### src/rtl/fld_pkg.sv
// Shared types, constants and the coefficient table of the lowpass decimator.
`timescale 1ns / 1ps
package fld_pkg;

  // Channel and register field widths.
  localparam int SAMPLE_W = 16;
  localparam int BS_W     = 13;
  localparam int BL_W     = 20;
  localparam int IDX_W    = 20;
  localparam int POS_W    = 12;
  localparam int CFG_W    = 20;
  localparam int CFG_IDX_W = 1;

  // Default filter geometry.
  localparam int TAPS_DEF  = 49;
  localparam int DECIM_DEF = 4;

  // Register indexes on the write port.
  localparam logic [CFG_IDX_W-1:0] REG_BLOCK_SIZE    = 1'd0;
  localparam logic [CFG_IDX_W-1:0] REG_BUFFER_LENGTH = 1'd1;

  // Register reset values and block size limit.
  localparam logic [BS_W-1:0] BLOCK_SIZE_RST    = 13'd1024;
  localparam logic [BL_W-1:0] BUFFER_LENGTH_RST = 20'd720000;
  localparam logic [BS_W-1:0] MAX_BLOCK         = 13'd4096;

  // Datapath of the digit-serial multiply-accumulate.
  localparam int COEF_W     = 16;
  localparam int COEF_IDX_W = 7;
  localparam int ROM_LEN    = 49;
  localparam int DIGIT_W    = 4;
  localparam int DIGITS     = SAMPLE_W / DIGIT_W;
  localparam int DCNT_W     = $clog2(DIGITS);
  localparam int SH_W       = $clog2(SAMPLE_W);
  localparam int PROD_W     = COEF_W + DIGIT_W + 1;
  localparam int ACC_W      = 34;
  localparam int FRAC_W     = 15;
  localparam int Y_W        = ACC_W - FRAC_W;

  // Rounding offsets for half away from zero in Q.15.
  localparam logic signed [ACC_W-1:0] RND_POS = 34'sd16384;
  localparam logic signed [ACC_W-1:0] RND_NEG = 34'sd16383;

  typedef logic signed [SAMPLE_W-1:0] sample_t;
  typedef logic signed [COEF_W-1:0]   coef_t;

  typedef enum logic [1:0] {
    ST_IDLE,
    ST_MAC,
    ST_FINISH
  } st_t;

  // Q1.15 lowpass coefficients.
  localparam coef_t COEF_ROM [ROM_LEN] = '{
       16'sd28,   16'sd329,   16'sd333,   16'sd372,   16'sd285,    16'sd86,
     -16'sd170,  -16'sd384,  -16'sd451,  -16'sd309,    16'sd18,   16'sd414,
      16'sd704,   16'sd719,   16'sd379,  -16'sd251,  -16'sd949, -16'sd1397,
    -16'sd1285,  -16'sd431,  16'sd1125,  16'sd3104,  16'sd5054,  16'sd6480,
     16'sd7003,  16'sd6480,  16'sd5054,  16'sd3104,  16'sd1125,  -16'sd431,
    -16'sd1285, -16'sd1397,  -16'sd949,  -16'sd251,   16'sd379,   16'sd719,
      16'sd704,   16'sd414,    16'sd18,  -16'sd309,  -16'sd451,  -16'sd384,
     -16'sd170,    16'sd86,   16'sd285,   16'sd372,   16'sd333,   16'sd329,
       16'sd28
  };

  // Coefficient of a tap; taps past the table weigh zero.
  function automatic coef_t coef_at(input logic [COEF_IDX_W-1:0] idx);
    coef_t c;
    c = '0;
    if (idx < COEF_IDX_W'(ROM_LEN)) begin
      c = COEF_ROM[idx[5:0]];
    end
    return c;
  endfunction

endpackage

### src/rtl/fld_if.sv
// Valid/ready channel interfaces for input samples and filtered results.
`timescale 1ns / 1ps
interface fld_in_if;
  logic                                 valid;
  logic                                 ready;
  logic signed [fld_pkg::SAMPLE_W-1:0]  sample;
  logic                                 restart;

  modport source(output valid, sample, restart, input ready);
  modport sink(input valid, sample, restart, output ready);
endinterface

interface fld_out_if;
  logic                                 valid;
  logic                                 ready;
  logic signed [fld_pkg::SAMPLE_W-1:0]  filtered;
  logic        [fld_pkg::IDX_W-1:0]     out_index;
  logic                                 block_done;

  modport source(output valid, filtered, out_index, block_done, input ready);
  modport sink(input valid, filtered, out_index, block_done, output ready);
endinterface

### src/rtl/fir_lowpass_decimator.sv
// Lowpass FIR decimator top level with a digit-serial multiply-accumulate.
`timescale 1ns / 1ps
// Takes one signed 16-bit sample per input beat and emits one rounded, saturated
// lowpass result with its store index after every DECIMATION-th sample of an
// enabled block. A sample that does not close a decimation period is taken
// without a filter run. A sample that closes one in an enabled block starts a
// run that holds off the input: a single 16 x 5 bit multiplier walks the taps one
// after another and eats each stored sample four bits per cycle while the delay
// line rotates past it. A finished result waits in an output register, so the
// next sample is taken while it is still pending. The user must write registers
// through wr_en, wr_index and wr_data only while the block is idle; the block
// itself does not enforce this.
module fir_lowpass_decimator #(
  parameter int TAPS       = fld_pkg::TAPS_DEF,
  parameter int DECIMATION = fld_pkg::DECIM_DEF
) (
  input  logic                             clk,
  input  logic                             rst,
  fld_in_if.sink                           din,
  fld_out_if.source                        dout,
  input  logic                             wr_en,
  input  logic [fld_pkg::CFG_IDX_W-1:0]    wr_index,
  input  logic [fld_pkg::CFG_W-1:0]        wr_data
);
  import fld_pkg::*;

  localparam int TAP_W = $clog2(TAPS);
  localparam int PH_W  = (DECIMATION > 1) ? $clog2(DECIMATION) : 1;

  // Configuration and sequencing state.
  logic [BS_W-1:0]   block_size;
  logic [BL_W-1:0]   buffer_length;
  logic [PH_W-1:0]   phase;
  logic [POS_W-1:0]  block_position;
  logic [IDX_W-1:0]  write_index;
  logic              block_enabled;
  sample_t           line [TAPS];

  // Multiply-accumulate state.
  st_t                      state, state_next;
  logic [TAP_W-1:0]         tap;
  logic [DCNT_W-1:0]        dcnt;
  logic [SAMPLE_W-1:0]      samp_sr;
  logic signed [ACC_W-1:0]  acc;
  logic [IDX_W-1:0]         res_index;
  logic                     res_last;

  // Output register.
  logic                     out_valid;
  sample_t                  out_filtered;
  logic [IDX_W-1:0]         out_idx;
  logic                     out_last;

  logic accept, load_out, tap_done, mac_done;

  // Effective block size and the view of the counters after a restart.
  logic [BS_W-1:0]   bs_eff;
  logic [IDX_W-1:0]  wi_eff;
  logic [POS_W-1:0]  pos_eff;
  logic [PH_W-1:0]   ph_eff;
  logic              en_eff, dec_end, last, fire;

  always_comb begin
    if (block_size == '0) begin
      bs_eff = BS_W'(1);
    end else if (block_size > MAX_BLOCK) begin
      bs_eff = MAX_BLOCK;
    end else begin
      bs_eff = block_size;
    end
    wi_eff  = din.restart ? '0 : write_index;
    pos_eff = din.restart ? '0 : block_position;
    ph_eff  = din.restart ? '0 : phase;
    if (ph_eff == '0 && pos_eff == '0) begin
      en_eff = ({1'b0, wi_eff} + (IDX_W + 1)'(bs_eff)) < {1'b0, buffer_length};
    end else begin
      en_eff = block_enabled;
    end
    dec_end = ((PH_W + 1)'(ph_eff) + (PH_W + 1)'(1)) >= (PH_W + 1)'(DECIMATION);
    last    = (BS_W'(pos_eff) + BS_W'(1)) >= bs_eff;
    fire    = accept && dec_end && en_eff;
  end

  // One digit of the current tap's sample times its coefficient.
  logic signed [DIGIT_W:0]   digit;
  coef_t                     coef;
  logic signed [PROD_W-1:0]  prod;
  logic [SH_W-1:0]           shamt;
  logic signed [ACC_W-1:0]   partial;

  always_comb begin
    digit    = {(dcnt == DCNT_W'(DIGITS - 1)) & samp_sr[DIGIT_W-1], samp_sr[DIGIT_W-1:0]};
    coef     = coef_at(COEF_IDX_W'(tap));
    prod     = PROD_W'(coef * digit);
    shamt    = SH_W'(dcnt) * SH_W'(DIGIT_W);
    partial  = ACC_W'(prod) <<< shamt;
    tap_done = (dcnt == DCNT_W'(DIGITS - 1));
    mac_done = tap_done && (tap == TAP_W'(TAPS - 1));
  end

  // Rounding half away from zero and saturation of the finished sum.
  logic signed [ACC_W-1:0] rnd;
  logic signed [Y_W-1:0]   y;
  sample_t                 y_sat;

  always_comb begin
    rnd = acc + (acc[ACC_W-1] ? RND_NEG : RND_POS);
    y   = Y_W'(rnd >>> FRAC_W);
    if (y > Y_W'(32767)) begin
      y_sat = 16'sh7FFF;
    end else if (y < -Y_W'(32768)) begin
      y_sat = 16'sh8000;
    end else begin
      y_sat = SAMPLE_W'(y);
    end
  end

  // Next state and handshake controls.
  always_comb begin
    state_next = state;
    din.ready  = 1'b0;
    load_out   = 1'b0;
    case (state)
      ST_IDLE: begin
        din.ready = 1'b1;
        if (fire) begin
          state_next = ST_MAC;
        end
      end
      ST_MAC: begin
        if (mac_done) begin
          state_next = ST_FINISH;
        end
      end
      ST_FINISH: begin
        if (!out_valid || dout.ready) begin
          load_out   = 1'b1;
          state_next = ST_IDLE;
        end
      end
      default: begin
        state_next = ST_IDLE;
      end
    endcase
  end

  assign accept = din.valid && din.ready;

  // State register.
  always_ff @(posedge clk) begin
    if (rst) begin
      state <= ST_IDLE;
    end else begin
      state <= state_next;
    end
  end

  // Configuration registers.
  always_ff @(posedge clk) begin
    if (rst) begin
      block_size    <= BLOCK_SIZE_RST;
      buffer_length <= BUFFER_LENGTH_RST;
    end else if (wr_en) begin
      case (wr_index)
        REG_BLOCK_SIZE:    block_size    <= wr_data[BS_W-1:0];
        REG_BUFFER_LENGTH: buffer_length <= wr_data[BL_W-1:0];
        default: ;
      endcase
    end
  end

  // Block and decimation counters, updated once per accepted beat.
  always_ff @(posedge clk) begin
    if (rst) begin
      phase          <= '0;
      block_position <= '0;
      write_index    <= '0;
      block_enabled  <= 1'b1;
    end else if (accept) begin
      block_enabled <= en_eff;
      write_index   <= fire ? wi_eff + IDX_W'(1) : wi_eff;
      if (dec_end) begin
        phase          <= '0;
        block_position <= last ? '0 : pos_eff + POS_W'(1);
      end else begin
        phase          <= ph_eff + PH_W'(1);
        block_position <= pos_eff;
      end
    end
  end

  // Delay line: shifts on an enabled beat, rotates by one tap during the MAC.
  always_ff @(posedge clk) begin
    if (rst) begin
      for (int i = 0; i < TAPS; i++) begin
        line[i] <= '0;
      end
    end else if (accept && en_eff) begin
      for (int i = 0; i < TAPS - 1; i++) begin
        line[i] <= line[i + 1];
      end
      line[TAPS-1] <= din.sample;
    end else if (state == ST_MAC && tap_done) begin
      for (int i = 0; i < TAPS - 1; i++) begin
        line[i] <= line[i + 1];
      end
      line[TAPS-1] <= line[0];
    end
  end

  // Digit-serial multiply-accumulate over the taps.
  always_ff @(posedge clk) begin
    if (rst) begin
      tap  <= '0;
      dcnt <= '0;
    end else if (fire) begin
      tap  <= '0;
      dcnt <= '0;
    end else if (state == ST_MAC) begin
      if (tap_done) begin
        dcnt <= '0;
        tap  <= mac_done ? '0 : tap + TAP_W'(1);
      end else begin
        dcnt <= dcnt + DCNT_W'(1);
      end
    end
  end

  always_ff @(posedge clk) begin
    if (fire) begin
      acc       <= '0;
      samp_sr   <= line[1];
      res_index <= wi_eff;
      res_last  <= last;
    end else if (state == ST_MAC) begin
      acc <= acc + partial;
      if (tap_done) begin
        samp_sr <= line[1];
      end else begin
        samp_sr <= samp_sr >> DIGIT_W;
      end
    end
  end

  // Output register holds a result until its beat is taken.
  always_ff @(posedge clk) begin
    if (rst) begin
      out_valid <= 1'b0;
    end else if (load_out) begin
      out_valid <= 1'b1;
    end else if (dout.ready) begin
      out_valid <= 1'b0;
    end
  end

  always_ff @(posedge clk) begin
    if (load_out) begin
      out_filtered <= y_sat;
      out_idx      <= res_index;
      out_last     <= res_last;
    end
  end

  assign dout.valid      = out_valid;
  assign dout.filtered   = out_filtered;
  assign dout.out_index  = out_idx;
  assign dout.block_done = out_last;

endmodule

### src/flat_wrapper.sv
// flat-port wrapper written by rule: the top's interface ports become plain ports
module fir_lowpass_decimator_flat import fld_pkg::*;
#(
  parameter int TAPS       = fld_pkg::TAPS_DEF,
  parameter int DECIMATION = fld_pkg::DECIM_DEF
)
  (clk, rst, wr_en, wr_index, wr_data, din_valid, din_sample, din_restart, din_ready, dout_valid, dout_filtered, dout_out_index, dout_block_done, dout_ready);
  fld_in_if din_i ();
  fld_out_if dout_i ();
  input  logic clk;
  input  logic rst;
  input  logic wr_en;
  input  logic [fld_pkg::CFG_IDX_W-1:0] wr_index;
  input  logic [fld_pkg::CFG_W-1:0] wr_data;
  input wire logic [$bits(din_i.valid)-1:0] din_valid;
  input wire logic [$bits(din_i.sample)-1:0] din_sample;
  input wire logic [$bits(din_i.restart)-1:0] din_restart;
  output wire logic [$bits(din_i.ready)-1:0] din_ready;
  output wire logic [$bits(dout_i.valid)-1:0] dout_valid;
  output wire logic [$bits(dout_i.filtered)-1:0] dout_filtered;
  output wire logic [$bits(dout_i.out_index)-1:0] dout_out_index;
  output wire logic [$bits(dout_i.block_done)-1:0] dout_block_done;
  input wire logic [$bits(dout_i.ready)-1:0] dout_ready;
  assign din_i.valid = din_valid;
  assign din_i.sample = din_sample;
  assign din_i.restart = din_restart;
  assign din_ready = din_i.ready;
  assign dout_valid = dout_i.valid;
  assign dout_filtered = dout_i.filtered;
  assign dout_out_index = dout_i.out_index;
  assign dout_block_done = dout_i.block_done;
  assign dout_i.ready = dout_ready;
  fir_lowpass_decimator #(.TAPS(TAPS), .DECIMATION(DECIMATION)) u_core (.clk(clk), .rst(rst), .din(din_i), .dout(dout_i), .wr_en(wr_en), .wr_index(wr_index), .wr_data(wr_data));
endmodule
### config.mk
export PLATFORM = sky130hd
export DESIGN_NAME = fir_lowpass_decimator_flat
export DESIGN_NICKNAME = d
export VERILOG_FILES = /design/src/rtl/fld_pkg.sv /design/src/rtl/fld_if.sv /design/src/rtl/fir_lowpass_decimator.sv /design/src/flat_wrapper.sv
export SDC_FILE = /design/constraint.sdc
export NUM_CORES = 2
export LEC_CHECK = 0
export BUFFER_PORTS_ARGS = -buffer_cell sky130_fd_sc_hd__buf_4
export CAP_MARGIN = 10
export CORE_UTILIZATION = 40
export CTS_CLUSTER_DIAMETER = 200
export DETAILED_ROUTE_END_ITERATION = 8
export PLACE_DENSITY = 0.62
export RECOVER_POWER = 100
export SLEW_MARGIN = 20
export SYNTH_ARGS = -nofsm -noshare
export SYNTH_HDL_FRONTEND = slang
export SYNTH_SLANG_ARGS = --single-unit
### constraint.sdc
create_clock -name clk -period 18.55 [get_ports clk]
set_input_delay 1.855 -clock clk [delete_from_list [all_inputs] [get_ports clk]]
set_output_delay 1.855 -clock clk [all_outputs]
set_load 0.01 [all_outputs]
Yosys cells after proc, flatten, opt, wreduce, memory -nomap -nowiden --
Memory sizes are Yosys's and may differ from the RTL's. Index checks and enable logic that the tools add are counted.
Cells by class: reductions and logical operators 20, shift operators 1, equal/unequal tests 7, mux-type cells 136, add/sub/neg operators 10, order comparisons 8, multipliers 1, bitwise logic cells 101
Operators by type and width (number):
- 16-bit two-way mux | 105
- 1-bit bitwise OR | 98
- 34-bit adder | 2
- 20-bit two-way mux | 2
- 12-bit two-way mux | 3
- 21-bit by 4-bit <<< shifter with 34-bit output | 1
- 13-bit two-way mux | 2
- 20-bit by 13-bit adder with 21-bit output | 1
- 21-bit by 20-bit < comparator with 1-bit output | 1
- 16-bit by 5-bit multiplier with 21-bit output | 1
- 20-bit by 1-bit adder with 20-bit output, second input constant | 1
- 19-bit by 16-bit > comparator with 1-bit output, second input constant | 1
- 19-bit by 16-bit < comparator with 1-bit output, second input constant | 1
- 1-bit two-way mux | 15
- 15-bit two-way mux | 1
- 12-bit by 1-bit adder with 13-bit output, second input constant | 1
- 13-bit >= comparator | 1
- 13-bit > comparator, second input constant | 1
- 13-bit zero test | 1
- 12-bit by 1-bit adder with 12-bit output, second input constant | 1
- 12-bit zero test | 1
- 2-bit two-way mux | 6
- 7-bit >= comparator, second input constant | 1
- 1-bit logical AND | 7
- other kinds (21) | 29
Storage, ports and cells: word-level logic and storage cells 303, output and inout port bits 39, RAM bits 784, memories 2, memory bits (read-only) 1024, register bits after elaboration 187
Memory list:
- (no name shown) | depth 64, width 16, rd ports 1, clocked after Yosys merged registers in 0, write ports 0, RTL line fld_pkg.sv:71 | c = COEF_ROM[idx[5:0]];
- u_core.line | depth 49, width 16, rd ports 49, clocked after Yosys merged registers in 0, write ports 49, RTL line fir_lowpass_decimator.sv:37 | sample_t line [TAPS];

Longest topological paths before layout --
word-level depth 12, gate-level depth with buffers 38, gate-level depth less buffers 38

Worst setup path before layout --
Ideal clock, no wire load.
path type input -> register, from input port din_restart, to memory u_core.line[0][100] (netlist name) (enable), setup time 3545 ps, required time 15005 ps, slack 1125 ps, cell stages on the path 22, buffers on the path 3, arrival 13880 ps, cells stage by stage clkbuf_1 > clkbuf_1 > clkbuf_1 > nor2b_1 > ha_1 > a21o_1 > a21oi_1 > o21bai_1 > a211o_1 > a21oi_1 > nor2_1 > o31ai_1 > a21oi_1 > nand3_1 > xnor2_1 > ha_1 > and4_1 > nand4_1 > o31ai_1 > o21ai_2 > a21oi_1 > nand2_1
RTL lines:
- start, declared | RTL line flat_wrapper.sv:17 | input wire logic [$bits(din_i.restart)-1:0] din_restart;
- end, declared | RTL line fir_lowpass_decimator.sv:37

==> impl_metrics.ini <==
[setup_path]
path_buf_inv = 4
required_ns = 19.06
reg2reg_from = u_core.block_size[12]$_SDFFE_PP0P_
path_max_fanout = 299
crit_path_start = din_restart
critPathLaunchType = primary input
crit_type = in2reg
end_kind = flop
slowest_delay_ns = 2.64
slowest_stage = clkbuf_1
cp_top_family = buffers and inverters
arrival_ns = 13.12
cp_common_cell = a21oi_1

[worst_hold_path]
hp-start = u_core.res_index[15]$_DFFE_PP_
hold_class = reg2reg

[clocking]
clockRootBuffer = clkbuf_16
cts_buffers = 99
ctsHoldBuffers = 0
cts_tree = yes
cts_resized = 0
clkTransAtPathRegs_ns = 0.06
clock_latency_ns = 0.66
cts_max_level = 3
postCtsSetupBuffers = 0
ctsLongestPathBuffers = 3
clock_sinks = 971

[sta]
tns_ns = 0
setup_violations = 0
slew_viol_final = 1015
hold_violations = 0
worstMarginPinSlew_ns = 6.513
max_freq_mhz = 79.27
fin_crit_sh = 0.6800
max_slew_margin = -3.342
post-route-min-period_ns = 12.61
rsz0062_at_grt = no
finClkSkew_ns = 0.03491

[floorplanning]
num_io_pins = 82
rows = 121
dieArea_um2 = 111800
core_um2 = 109200
die_w_um = 334.3
start_util = 0.4047
die_y_um = 334.3

[power_and_ir_drop]
vdd_drop_max_mv = 0.07943
p_leak_nw = 19.08
p_per_area_nw_per_um2 = 102.5

[routing]
drtIter0Drc = 2127
drt-total-wl_mm = 84.25
ant_nets = 0
first_pass_iters = 6
routed-via-count = 25250
vias_per_cell = 4.941
drcViolationCount = 0
wl_per_cell_um = 16.49

[place]
dpl.cell_count = 4928
hpwl_mm = 52.87
numPortBuffers = 81
gp_congestion = 0.8405

[synth]
syn_avg_cell_area_um2 = 12.55
synth-seq-cells = 971
ys.flop_type = edfxtp_1
synthArstFlopShare = 0
synth.distinct_cells = 78
yosysSeqAreaShare = 0.6345
syn_area_um2 = 44170
yosys_warnings = 0
synth_edf_count = 858
syn-num-nets = 3754
syn_inst = 3519

[run_status]
violations = capacitance limit, slew limit
status = finished with violations

[grt]
grt_overflow = 0
track_usage = 0.1504
grt_pass1_wl_mm = 134.6
grt_pass1_vias = 24340
antenna_found_initial = 5
grt_max_degree = 300

[layout]
fillCellCount = 9958
area_growth_pct = 11.31
fin_nets = 3788
mostFrequentLayoutCells = edfxtp_1 (858), and2_1 (344), nand2_1 (272), nor2b_1 (262), and2_0 (259)
multi_input_area_um2 = 14840
final_common_cell = edfxtp_1
drive_above_1_share = 0.06468
layout.cells.non_filler = 5110
seq_area_um2 = 28030

[job]
cap_violations = 14
==> report_power, final <==
part	switching [mW]	internal, mW	leakage, nW
Clock	0.832	1.15	1.60
Combinational	0.241	0.157	7.39
Sequential	0.0687	2.59	10.1
==> cells by family (layout without fill, tap and decap cells) <==
logic type | after synthesis | in the layout | share of synthesized area
XOR/XNOR | 94 | 94 | 0.01864
other | 0 | 1 | 0
AO/OA/AOI/OAI | 443 | 443 | 0.06220
multiplexers | 33 | 33 | 0.008185
buffers and inverters | 322 | 436 | 0.02977
adder cells (fa/ha/maj) | 192 | 192 | 0.06288
flip-flops | 971 | 971 | 0.6345
AND/OR/NAND/NOR | 1464 | 1464 | 0.1839
==> layer usage <==
metal	wire length, um	global-route usage
met1	42570	0.2311
met2	35560	0.2111
met3	3761	0.02847
met4	2351	0.04978
met5	9	0
==> per-stage QoR <==
stage	worst slack [ns]	hold WS, ns	power (mW)	instance area, um2	utilization
floorplan	1.125	0.4003	3.029	44170	-
global placement	9.072	0.4069	3.091	46170	0.4229
detailed placement	8.931	0.4045	3.095	46170	0.4229
CTS	9.288	0.4245	5.096	49420	0.4527
global route	4.301	0.4296	5.251	49170	0.4504
finish	5.935	0.4206	5.039	49170	0.4505
==> area by class of cell <==
| class | instances | share of cell area |
|---|---|---|
| sequential | 971 | 0.5700 |
| multi-input combinational | 2226 | 0.3018 |
| clock buffer | 128 | 0.05547 |
| tap | 1476 | 0.03756 |
| timing repair buffer | 105 | 0.01298 |
| inverter | 150 | 0.01145 |
| clock inverter | 53 | 0.01069 |
| antenna | 1 | 0.00005089 |
==> final timing paths <==
| check | end | depth (start not counted) | slack, ns |
|---|---|---|---|
| max | u_core.line[0][162]$_SDFFCE_PN0P_ | 25 | 5.94 |
| min | u_core.dout.out_index[15]$_DFFE_PP_ | 0 | 0.42 |
| max reg2reg | u_core.line[0][162]$_SDFFCE_PN0P_ | 26 | 7.94 |
| min reg2reg | u_core.dout.out_index[15]$_DFFE_PP_ | 0 | 0.42 |
==> cells in the mapped netlist, types with 12 or more instances <==
| master | count | share of area |
|---|---|---|
| a211oi_1 | 19 | 0.0032 |
| a21o_1 | 37 | 0.0063 |
| a21oi_1 | 176 | 0.020 |
| a31oi_1 | 13 | 0.0018 |
| and2_1 | 602 | 0.085 |
| and3_1 | 17 | 0.0024 |
| buf_2 | 16 | 0.0018 |
| buf_4 | 19 | 0.0032 |
| clkbuf_1 | 125 | 0.011 |
| dfxtp_1 | 113 | 0.051 |
| edfxtp_1 | 858 | 0.58 |
| fa_1 | 50 | 0.023 |
| ha_1 | 142 | 0.040 |
| inv_1 | 147 | 0.012 |
| mux2_2 | 15 | 0.0038 |
| mux2i_1 | 17 | 0.0039 |
| nand2_1 | 272 | 0.023 |
| nand2b_1 | 23 | 0.0033 |
| nand3_1 | 38 | 0.0043 |
| nand3b_1 | 14 | 0.0024 |
| nand4_1 | 21 | 0.0030 |
| nor2_1 | 134 | 0.011 |
| nor2b_1 | 263 | 0.037 |
| nor3_1 | 31 | 0.0035 |
| o21a_1 | 14 | 0.0024 |
| o21ai_0 | 83 | 0.0094 |
| or3_1 | 12 | 0.0017 |
| xnor2_1 | 66 | 0.013 |
| xor2_1 | 28 | 0.0056 |
==> registers in the layout, summed over array words and instances (netlist names), 13 cells and up <==
signal / count
u_core.dout.out_index: 20
u_core.block_size: 13
u_core.line: 784
u_core.samp_sr: 16
u_core.write_index: 20
u_core.dout.filtered: 16
u_core.res_index: 20
u_core.buffer_length: 20
u_core.acc: 34
==> worst reg2reg max path, delay by kind of cell (launching register included) <==
kind,cells,cell delay (ns)
XOR/XNOR,1,0.06
AND/OR/NAND/NOR,5,0.84
adder cells (fa/ha/maj),2,0.62
AO/OA/AOI/OAI,13,4.01
flip-flops,1,0.48
buffers and inverters,5,4.48
(Power assumes the default switching activity.)
